<file path="config.mk">
export PLATFORM = sky130hd
export DESIGN_NAME = line_junction_tracker_top
export DESIGN_NICKNAME = d
export VERILOG_FILES = /design/src/hdl/ljt_pkg.sv /design/src/hdl/line_junction_tracker_top.sv /design/src/hdl/ljt_core.sv
export SDC_FILE = /design/constraint.sdc
export NUM_CORES = 1
export LEC_CHECK = 0
export BUFFER_PORTS_ARGS = -buffer_cell sky130_fd_sc_hd__clkbuf_2
export CORE_MARGIN = 5
export CORE_UTILIZATION = 40
export DETAILED_ROUTE_END_ITERATION = 8
export PLACE_DENSITY = 0.63
export SLEW_MARGIN = 10
export SYNTH_ARGS = -nofsm -noshare
export SYNTH_HDL_FRONTEND = slang
export SYNTH_HIERARCHICAL = 1
export SYNTH_SLANG_ARGS = --single-unit
</file>
<file path="constraint.sdc">
create_clock -name clk -period 4 [get_ports clk]
set_input_delay 0.8 -clock clk [delete_from_list [all_inputs] [get_ports clk]]
set_output_delay 0.8 -clock clk [all_outputs]
set_load 0.02 [all_outputs]
</file>
<file path="src/hdl/ljt_pkg.sv">
// ----------------------------------------------------------------------------
// ljt_pkg
// Types and codes shared by the line junction tracker modules.
// ----------------------------------------------------------------------------
`default_nettype none

package ljt_pkg;

    localparam int unsigned NumSensors  = 5;
    localparam int unsigned SampleWidth = 8;

    // Five samples, sensor 0 (leftmost) in the lowest byte
    typedef logic [NumSensors-1:0][SampleWidth-1:0] frame_t;

    typedef enum logic [2:0] {
        MODE_SCAN           = 3'd0,
        MODE_LEFT           = 3'd1,
        MODE_STRAIGHT_RIGHT = 3'd2,
        MODE_RIGHT          = 3'd3,
        MODE_STOPPED        = 3'd4
    } mode_t;

    typedef enum logic [1:0] {
        EV_LEFT     = 2'd0,
        EV_STRAIGHT = 2'd1,
        EV_RIGHT    = 2'd2,
        EV_STOP     = 2'd3
    } event_t;

    typedef enum logic [2:0] {
        CLS_PLUS           = 3'd0,
        CLS_T              = 3'd1,
        CLS_RIGHT_STRAIGHT = 3'd2,
        CLS_LEFT_STRAIGHT  = 3'd3,
        CLS_ONLY_RIGHT     = 3'd4,
        CLS_ONLY_LEFT      = 3'd5,
        CLS_END            = 3'd6,
        CLS_UNKNOWN        = 3'd7
    } class_t;

    // Register indexes on the configuration port
    localparam logic REG_BLACK = 1'b0;
    localparam logic REG_WHITE = 1'b1;

    // Threshold reset values (0.4 and 0.7 scaled by 256)
    localparam logic [SampleWidth-1:0] BlackReset = 8'd102;
    localparam logic [SampleWidth-1:0] WhiteReset = 8'd179;

    // State update from the core
    typedef struct packed {
        mode_t      mode_next;
        logic [1:0] heading_next;
        logic       prev_we;
    } ljt_update_t;

    // Result from the core
    typedef struct packed {
        logic       valid;
        event_t     kind;
        class_t     cls;
        logic [1:0] heading;
    } ljt_result_t;

endpackage

`default_nettype wire

</file>
<file path="src/hdl/line_junction_tracker_top.sv">
// ----------------------------------------------------------------------------
// line_junction_tracker_top
// Follows junctions on a line grid from five-sensor frames, emits turn events.
// ----------------------------------------------------------------------------
//  channel   dir  payload                                       handshake
//  s_axis    in   sensor_0..sensor_4 (tdata 40b)                tvalid/tready
//  m_axis    out  junction_class, heading (tdata); kind (tuser) tvalid/tready
//  apb       in   black_threshold @0x0, white_threshold @0x4    psel/penable
//
//  One frame per cycle while m_axis_tready holds: an input register feeds the
//  core logic, whose result for the frame then lands in an output register.
//  Tracking state (mode, heading, previous frame) updates as the frame leaves
//  the input register, so consecutive frames need no bubble.
//  A pending result stalls only the frame behind it; s_axis_tready stays high
//  while the input register can move on.
//  rst_n is asynchronous: scanning, heading north, previous frame zero,
//  thresholds 102 and 179. A stop event freezes tracking until reset.
// ----------------------------------------------------------------------------
`default_nettype none

module line_junction_tracker_top (
    input  wire logic        clk,
    input  wire logic        rst_n,
    // input frames
    input  wire logic        s_axis_tvalid,
    output logic             s_axis_tready,
    input  wire logic [39:0] s_axis_tdata,   // sensor_0..sensor_4, 8b each from bit 0
    // events
    output logic             m_axis_tvalid,
    input  wire logic        m_axis_tready,
    output logic [7:0]       m_axis_tdata,   // junction_class[2:0], heading[4:3], zero pad
    output logic [1:0]       m_axis_tuser,   // event_kind[1:0]
    // configuration
    input  wire logic        psel,
    input  wire logic        penable,
    input  wire logic        pwrite,
    input  wire logic [2:0]  paddr,
    input  wire logic [31:0] pwdata,
    output logic [31:0]      prdata,
    output logic             pready
);

    // input stage
    logic                 in_valid_reg;
    ljt_pkg::frame_t      in_frame_reg;
    logic                 advance;

    // tracking state
    ljt_pkg::mode_t       mode_reg;
    logic [1:0]           heading_reg;
    ljt_pkg::frame_t      prev_reg;
    logic [7:0]           black_reg;
    logic [7:0]           white_reg;

    // output stage
    logic                 out_valid_reg;
    logic                 out_valid_next;
    ljt_pkg::event_t      out_kind_reg;
    ljt_pkg::class_t      out_cls_reg;
    logic [1:0]           out_heading_reg;

    ljt_pkg::ljt_update_t upd;
    ljt_pkg::ljt_result_t res;
    logic                 cfg_write;

    // The frame in the input register moves once the output slot is free
    assign advance       = in_valid_reg && (!out_valid_reg || m_axis_tready);
    assign s_axis_tready = !in_valid_reg || advance;

    always_ff @(posedge clk or negedge rst_n)
    begin
        if (!rst_n)
            in_valid_reg <= 1'b0;
        else if (s_axis_tready)
            in_valid_reg <= s_axis_tvalid;
    end

    always_ff @(posedge clk)
    begin
        if (s_axis_tready && s_axis_tvalid)
            in_frame_reg <= s_axis_tdata;
    end

    ljt_core u_core (
        .frame      (in_frame_reg),
        .prev_frame (prev_reg),
        .mode       (mode_reg),
        .heading    (heading_reg),
        .black_th   (black_reg),
        .white_th   (white_reg),
        .upd        (upd),
        .res        (res)
    );

    // tracking state update
    always_ff @(posedge clk or negedge rst_n)
    begin
        if (!rst_n)
        begin
            mode_reg    <= ljt_pkg::MODE_SCAN;
            heading_reg <= 2'd0;
            prev_reg    <= '0;
        end
        else if (advance)
        begin
            mode_reg    <= upd.mode_next;
            heading_reg <= upd.heading_next;
            if (upd.prev_we)
                prev_reg <= in_frame_reg;
        end
    end

    // output register
    always_comb
    begin
        out_valid_next = out_valid_reg;
        if (advance)
            out_valid_next = res.valid;
        else if (m_axis_tready)
            out_valid_next = 1'b0;
    end

    always_ff @(posedge clk or negedge rst_n)
    begin
        if (!rst_n)
            out_valid_reg <= 1'b0;
        else
            out_valid_reg <= out_valid_next;
    end

    always_ff @(posedge clk)
    begin
        if (advance && res.valid)
        begin
            out_kind_reg    <= res.kind;
            out_cls_reg     <= res.cls;
            out_heading_reg <= res.heading;
        end
    end

    assign m_axis_tvalid = out_valid_reg;
    assign m_axis_tdata  = {3'b000, out_heading_reg, out_cls_reg};
    assign m_axis_tuser  = out_kind_reg;

    // configuration registers, decoded on address bit 2
    assign pready    = 1'b1;
    assign cfg_write = psel && penable && pwrite && pready;

    always_ff @(posedge clk or negedge rst_n)
    begin
        if (!rst_n)
        begin
            black_reg <= ljt_pkg::BlackReset;
            white_reg <= ljt_pkg::WhiteReset;
        end
        else if (cfg_write)
        begin
            if (paddr[2] == ljt_pkg::REG_BLACK)
                black_reg <= pwdata[7:0];
            else
                white_reg <= pwdata[7:0];
        end
    end

    assign prdata = (paddr[2] == ljt_pkg::REG_WHITE) ? {24'd0, white_reg}
                                                      : {24'd0, black_reg};

    // ------------------------------------------------------------------------
    // assertions
    // ------------------------------------------------------------------------

    // stopped is terminal
    a_stop_sticky: assert property (@(posedge clk) disable iff (!rst_n)
        mode_reg == ljt_pkg::MODE_STOPPED |=> mode_reg == ljt_pkg::MODE_STOPPED)
        else $error("tracker left stopped mode");

    // heading moves only together with a fresh turn event
    a_heading_turn: assert property (@(posedge clk) disable iff (!rst_n)
        !$stable(heading_reg) |-> out_valid_reg && !$past(out_valid_reg && !m_axis_tready) &&
        (out_kind_reg == ljt_pkg::EV_LEFT || out_kind_reg == ljt_pkg::EV_RIGHT))
        else $error("heading changed without a turn event");

    // a stop event implies the stopped mode
    a_stop_mode: assert property (@(posedge clk) disable iff (!rst_n)
        out_valid_reg && out_kind_reg == ljt_pkg::EV_STOP |-> mode_reg == ljt_pkg::MODE_STOPPED)
        else $error("stop event without stopped mode");

    // the input register drains whenever the output slot is empty
    a_no_bubble: assert property (@(posedge clk) disable iff (!rst_n)
        !out_valid_reg |-> s_axis_tready)
        else $error("input stalled with empty output");

endmodule

`default_nettype wire

</file>
<file path="src/hdl/ljt_core.sv">
// ----------------------------------------------------------------------------
// ljt_core
// Threshold tests, junction classification and mode transition for one frame.
// ----------------------------------------------------------------------------
`default_nettype none

module ljt_core (
    input  wire ljt_pkg::frame_t  frame,
    input  wire ljt_pkg::frame_t  prev_frame,
    input  wire ljt_pkg::mode_t   mode,
    input  wire logic [1:0]       heading,
    input  wire logic [7:0]       black_th,
    input  wire logic [7:0]       white_th,
    output ljt_pkg::ljt_update_t  upd,
    output ljt_pkg::ljt_result_t  res
);

    logic [4:0] wht;        // sample > white
    logic [4:0] blk;        // sample < black
    logic [4:0] blw;        // sample < white
    logic [4:0] p_wht;
    logic [4:0] p_blk;
    logic [4:0] p_blw;
    logic       exit_pat;
    logic       node_pat;
    logic       all_black;
    ljt_pkg::class_t cls_cur;
    ljt_pkg::class_t cls_prev;

    function automatic ljt_pkg::class_t classify(
        input logic [4:0] w,
        input logic [4:0] b,
        input logic [4:0] bw
    );
        ljt_pkg::class_t c;
        priority if (&w)                          c = ljt_pkg::CLS_PLUS;
        else if (&w[3:0] && bw[4])                c = ljt_pkg::CLS_T;
        else if (w[2] && w[3] && w[4])            c = ljt_pkg::CLS_RIGHT_STRAIGHT;
        else if (w[0] && w[1] && w[4])            c = ljt_pkg::CLS_LEFT_STRAIGHT;
        else if (w[3])                            c = ljt_pkg::CLS_ONLY_RIGHT;
        else if (w[0])                            c = ljt_pkg::CLS_ONLY_LEFT;
        else if (&b)                              c = ljt_pkg::CLS_END;
        else                                      c = ljt_pkg::CLS_UNKNOWN;
        return c;
    endfunction

    always_comb
    begin
        for (int i = 0; i < 5; i++)
        begin
            wht[i]   = frame[i] > white_th;
            blk[i]   = frame[i] < black_th;
            blw[i]   = frame[i] < white_th;
            p_wht[i] = prev_frame[i] > white_th;
            p_blk[i] = prev_frame[i] < black_th;
            p_blw[i] = prev_frame[i] < white_th;
        end
    end

    assign exit_pat  = blk[0] && wht[1] && wht[2] && blk[3] && wht[4];
    assign node_pat  = &wht[3:0];
    assign all_black = &blk;
    assign cls_cur   = classify(wht, blk, blw);
    assign cls_prev  = classify(p_wht, p_blk, p_blw);

    // Next state
    always_comb
    begin
        upd.mode_next    = mode;
        upd.heading_next = heading;
        upd.prev_we      = 1'b0;
        unique case (mode)
            ljt_pkg::MODE_STOPPED:
            begin
                upd.mode_next = ljt_pkg::MODE_STOPPED;
            end
            ljt_pkg::MODE_LEFT:
            begin
                if (exit_pat)
                begin
                    upd.heading_next = heading - 2'd1;
                    upd.mode_next    = ljt_pkg::MODE_SCAN;
                end
                else
                begin
                    upd.prev_we = 1'b1;
                end
            end
            ljt_pkg::MODE_STRAIGHT_RIGHT:
            begin
                if ((blw[0] && blw[3]) || node_pat)
                    upd.mode_next = ljt_pkg::MODE_SCAN;
                else
                    upd.prev_we = 1'b1;
            end
            ljt_pkg::MODE_RIGHT:
            begin
                if (exit_pat)
                begin
                    upd.heading_next = heading + 2'd1;
                    upd.mode_next    = ljt_pkg::MODE_SCAN;
                end
                else if (node_pat)
                    upd.mode_next = ljt_pkg::MODE_SCAN;
                else
                    upd.prev_we = 1'b1;
            end
            default:
            begin
                // scanning, and any unused code
                priority if (wht[0] && wht[1] && wht[2])
                    upd.mode_next = ljt_pkg::MODE_LEFT;
                else if (blk[0] && (&wht[4:1]))
                    upd.mode_next = ljt_pkg::MODE_STRAIGHT_RIGHT;
                else if ((wht[1] && wht[2] && wht[3]) || (wht[2] && wht[3] && blw[4]))
                    upd.mode_next = ljt_pkg::MODE_RIGHT;
                else if (all_black)
                    upd.mode_next = ljt_pkg::MODE_STOPPED;
                else
                    upd.mode_next = ljt_pkg::MODE_SCAN;
            end
        endcase
    end

    // Result
    always_comb
    begin
        res.valid   = 1'b0;
        res.kind    = ljt_pkg::EV_STOP;
        res.cls     = cls_prev;
        res.heading = upd.heading_next;
        unique case (mode)
            ljt_pkg::MODE_STOPPED:
            begin
                res.valid = 1'b0;
            end
            ljt_pkg::MODE_LEFT:
            begin
                res.valid = exit_pat;
                res.kind  = ljt_pkg::EV_LEFT;
            end
            ljt_pkg::MODE_STRAIGHT_RIGHT:
            begin
                res.valid = blw[0] && blw[3];
                res.kind  = ljt_pkg::EV_STRAIGHT;
            end
            ljt_pkg::MODE_RIGHT:
            begin
                res.valid = exit_pat;
                res.kind  = ljt_pkg::EV_RIGHT;
            end
            default:
            begin
                res.valid = (upd.mode_next == ljt_pkg::MODE_STOPPED);
                res.kind  = ljt_pkg::EV_STOP;
                res.cls   = cls_cur;
            end
        endcase
    end

endmodule

`default_nettype wire
</file>
After elaboration in Yosys (flattened, before gate mapping)
Index checks and enable logic that the tools add are counted.

$add $sub $neg: 2. Order comparisons: 24. Eq/ne operators: 5. Muxes and demuxes: 36. Bitwise gates (word level): 1. Reduce and logical (&&, ||, !) cells: 44.

Operators with widths (number): $lt A8 B8 Y1 (14); $gt A8 B8 Y1 (10); $mux W3 (20); $logic_and A1 B1 Y1 (25); $reduce_and A5 Y1 (4); $pmux W3 S4 (1); $reduce_and A4 Y1 (3); $mux W1 (8); $mux W8 (1); $eq A3 B2 Y1 const B (2); $eq A3 B3 Y1 const B (2); $pmux W1 S3 (2); $pmux W2 S3 (1); $reduce_and A2 Y1 (3); $mux W5 (1); $logic_or A1 B1 Y1 (4); $pmux W2 S2 (1); $reduce_or A4 Y1 (1); $eq A3 B1 Y1 const B (1); $add A2 B1 Y2 const B (1); $logic_not A1 Y1 (2); $mux W2 (1); $reduce_bool A2 Y1 (1); $reduce_or A2 Y1 (1); 2 further kinds (2).

Bits in registers: 110. Input port bits: 82. Output and inout port bits: 45. Logic and storage cells: 131.

Depth between registers and ports, before layout
Depth after elaboration: 11. Depth in mapped cells: 15. Depth with buffers taken out: 12.

By module
The synthesis kept the hierarchy.

Modules (own cells, without submodules): line_junction_tracker_top (times used 1, cells each 227, area an instance 4332.9 µm², seq. area each 2999.1 µm²); ljt_core (times used 1, cells each 473, area an instance 3737.3 µm², seq. area each 0.0 µm²).

Worst setup path before layout
Ideal clock, no wire load.

Kind: register to register. Start: reg white_reg[1]. End: reg out_kind_reg[0], in the netlist m_axis_tuser[0] (enable). Library setup time: 360 ps. Data arrival time: 2691 ps. Data required time: 3640 ps. Path slack: 949 ps. Cell stages (with the launch flop): 14. Buffers on the path: 1. Clock period less this slack: 3051 ps. Cells stage by stage: dfstp_2 inv_1 ha_1 nor2b_1 o211ai_1 a21oi_1 o22ai_1 or2_0 buf_2 o21ai_1 nor4b_2 or2_1 nand2_1 nor2_1.

RTL lines: start, declared (RTL line line_junction_tracker_top.sv:53) `logic [7:0] white_reg;`; start signal, assigned (RTL line line_junction_tracker_top.sv:154) `white_reg <= ljt_pkg::WhiteReset;`; start signal, assigned (RTL line line_junction_tracker_top.sv:161) `white_reg <= pwdata[7:0];`; end signal, assigned (RTL line line_junction_tracker_top.sv:135) `out_kind_reg <= res.kind;`; end, declared (RTL line line_junction_tracker_top.sv:58) `ljt_pkg::event_t out_kind_reg;`.

==> run summary <==
# rows - 52
FILL cells - 1913
Slew Limit Fails - 0
DR iter-0 viols - 318
Pre-antenna DRT Iters - 5
antenna-violating nets left - 0
Buf/Inv on CP - 2
Synth async-reset ratio - 0.573
Setup Skew - 0.0110 ns
Peak VDD IR - 237 uV
root buffer cell - clkbuf_16
startpoint types - flop
Wirelength per Cell - 18.1 um
outcome - finished clean
Max H-tree Level - 3
post-synthesis mux area share - 0.116
main combinational cell family by area after synthesis - adder cells
R2R depth - 12
diodes inserted - 0
Hold Slack - 0.519 ns
clk sink count - 110
Reg clk slew, reported paths - 0.08 ns
total CTS buffers - 9
top cells by count, synth - ha_1, a21oi_1, dfrtp_1
critical path depth - 12
post-cts sizing count - 0
top cell type's share of synthesized area - 0.233
grt ovf - 0
largest stage delay on the critical path - 0.55 ns
EDFF count, synth - 47
critical path class - flop to flop
Die ar. - 0.0231 sq mm
prevailing post-synth register cell - dfrtp_1
Max Freq - 280 MHz
routed vias/inst - 5.22
FF-to-FF Start - white_reg[7]
cell count after synthesis - 700
layout cells sized above 1 - 0.251
crit-path cells - inv_1, ha_1, a21oi_1, o21ai_0, o22ai_1, or2_0, o2111ai_1, o21ai_0, and2_1, and3_4, buf_4, mux2_4
library cells used by synthesis - 62
Core Area - 0.0200 sq mm
Crit Path Max Fanout - 14
Routability Congestion - 0.816
Synth Area in Simple Gates - 0.101
Slew @ Worst Pin - 1.08 ns
Final min period - 3.57 ns
xor/xnor share of the synthesized area - 0.00543
required time of the critical path - 4.24 ns
IO Count - 127
Multi-input gate area - 0.00470 sq mm
Synth Area in Compound Gates - 0.114
die width - 152 um
hold-fix buffers at CTS - 0
CP max stage cell - dfstp_2
clock latency on the worst-skew pair - 0.36 ns
Yosys top cell by area - ha_1
initial antenna violation count - 0
Post-DP HPWL - 14200 um
clk buf depth - 2
CP Capture Type - flop
Crit path max-delay family - compound AO/OA/AOI/OAI gates
fin crit share - 0.894
FF+latch count, synth - 110
Syn-to-layout area delta - 10.3%
setup bufs post-CTS - 0
Max Cap Viol - 0
worst endpoint data arrival time - 3.82 ns
Power Total - 5630 uW
nets - 1011
first-pass GRT wire length - 30900 um
Finished Layout Cells - 1054
reg2reg end - prev_reg[28]
Cell Pwr Density - 632 mW/mm^2
Routed WL - 19100 um
top-count cell post-synth - ha_1
R2R setup slack - 0.43 ns
relative slew slack - 0.283
type of the worst min-delay path - primary input to async pin
largest net degree at the start of global routing - 41
register area share after synthesis - 0.372
Die H - 152 um
Initial Utilization - 0.403
GRT Overall Usage - 0.168
synthesized area - 0.00807 sq mm
dpl cells - 1038
setup TNS - 0 ns
Avg Inst Size Synth - 11.5 sq um
critical path's most frequent cell - o21ai_0
Leak Pwr - 0.00406 uW
final setup vio count - 0
storage element area - 0.00300 sq mm
vias in the first global route - 5684
CTS tree - done
Synth area leaders - ha_1, edfxtp_1, dfrtp_1
vias post-DR - 5499
Post-Synth Adder-Cell Area - 0.233
yosys warns - 6
DRC viols - 0
RSZ-0062 raised after global routing - no
Fin. Hold Viols - 0
number of port buffers - 72
## worst max path at each step
stage | from | to | slack (ns)
2_1_floorplan | white_reg[1] | m_axis_tuser[0] | 0.95
4_1_cts | white_reg[1] | prev_reg[28] | 0.43
3_5_place_dp | white_reg[1] | prev_reg[21] | 0.46
5_1_grt | white_reg[5] | prev_reg[28] | 0.17
3_3_place_gp | white_reg[1] | prev_reg[20] | 0.50
6_report | white_reg[7] | prev_reg[28] | 0.43
## layout by cell type (no fill, tap or decap), drive strengths merged, types with 9 or more instances in the layout
cell type,count
ha,150
clkbuf,82
mux2,70
dfrtp,54
a21oi,54
edfxtp,47
inv,37
nor2,29
o21ai,29
nand2,28
conb,28
nand4,26
nor2b,13
o211ai,13
nor3,13
buf,10
dfstp,9
## logic make-up after synthesis
family,Yosys count
xor+xnor,5
flops,110
simple gates,145
fa+ha+maj,150
other cells,2
mux,70
compound gates,144
buf+inv,74
## area by class of cell
class | instances | area share
clock buffers | 10 | 0.0257
well taps | 270 | 0.0379
multi-input cells | 542 | 0.528
clock inverters | 6 | 0.00717
repair buffers | 82 | 0.0503
flip-flops and latches | 110 | 0.337
inverters | 34 | 0.0143
## metrics by stage
step | util | cell area [sq um] | worst slack [ns]
after global placement | 0.430 | 8610 | 0.496
after floorplan | - | 8170 | 0.949
after global routing | 0.444 | 8900 | 0.173
after CTS | 0.444 | 8900 | 0.426
after detailed placement | 0.430 | 8610 | 0.460
final | 0.444 | 8900 | 0.426
## report_power, final
group	internal (uW)	leakage, uW	switching (uW)
clock	441	0.000140	459
combinational	1380	0.00273	1490
sequential	1520	0.00119	331
## layer usage
| layer | routed length, um | track usage | part of all wire |
|---|---|---|---|
| met5 | 0 | 0 | 0 |
| met4 | 349 | 0.0509 | 0.018 |
| met3 | 666 | 0.0273 | 0.035 |
| met2 | 9130 | 0.286 | 0.48 |
| met1 | 8960 | 0.220 | 0.47 |
Power figures use the tool's default switching activity.
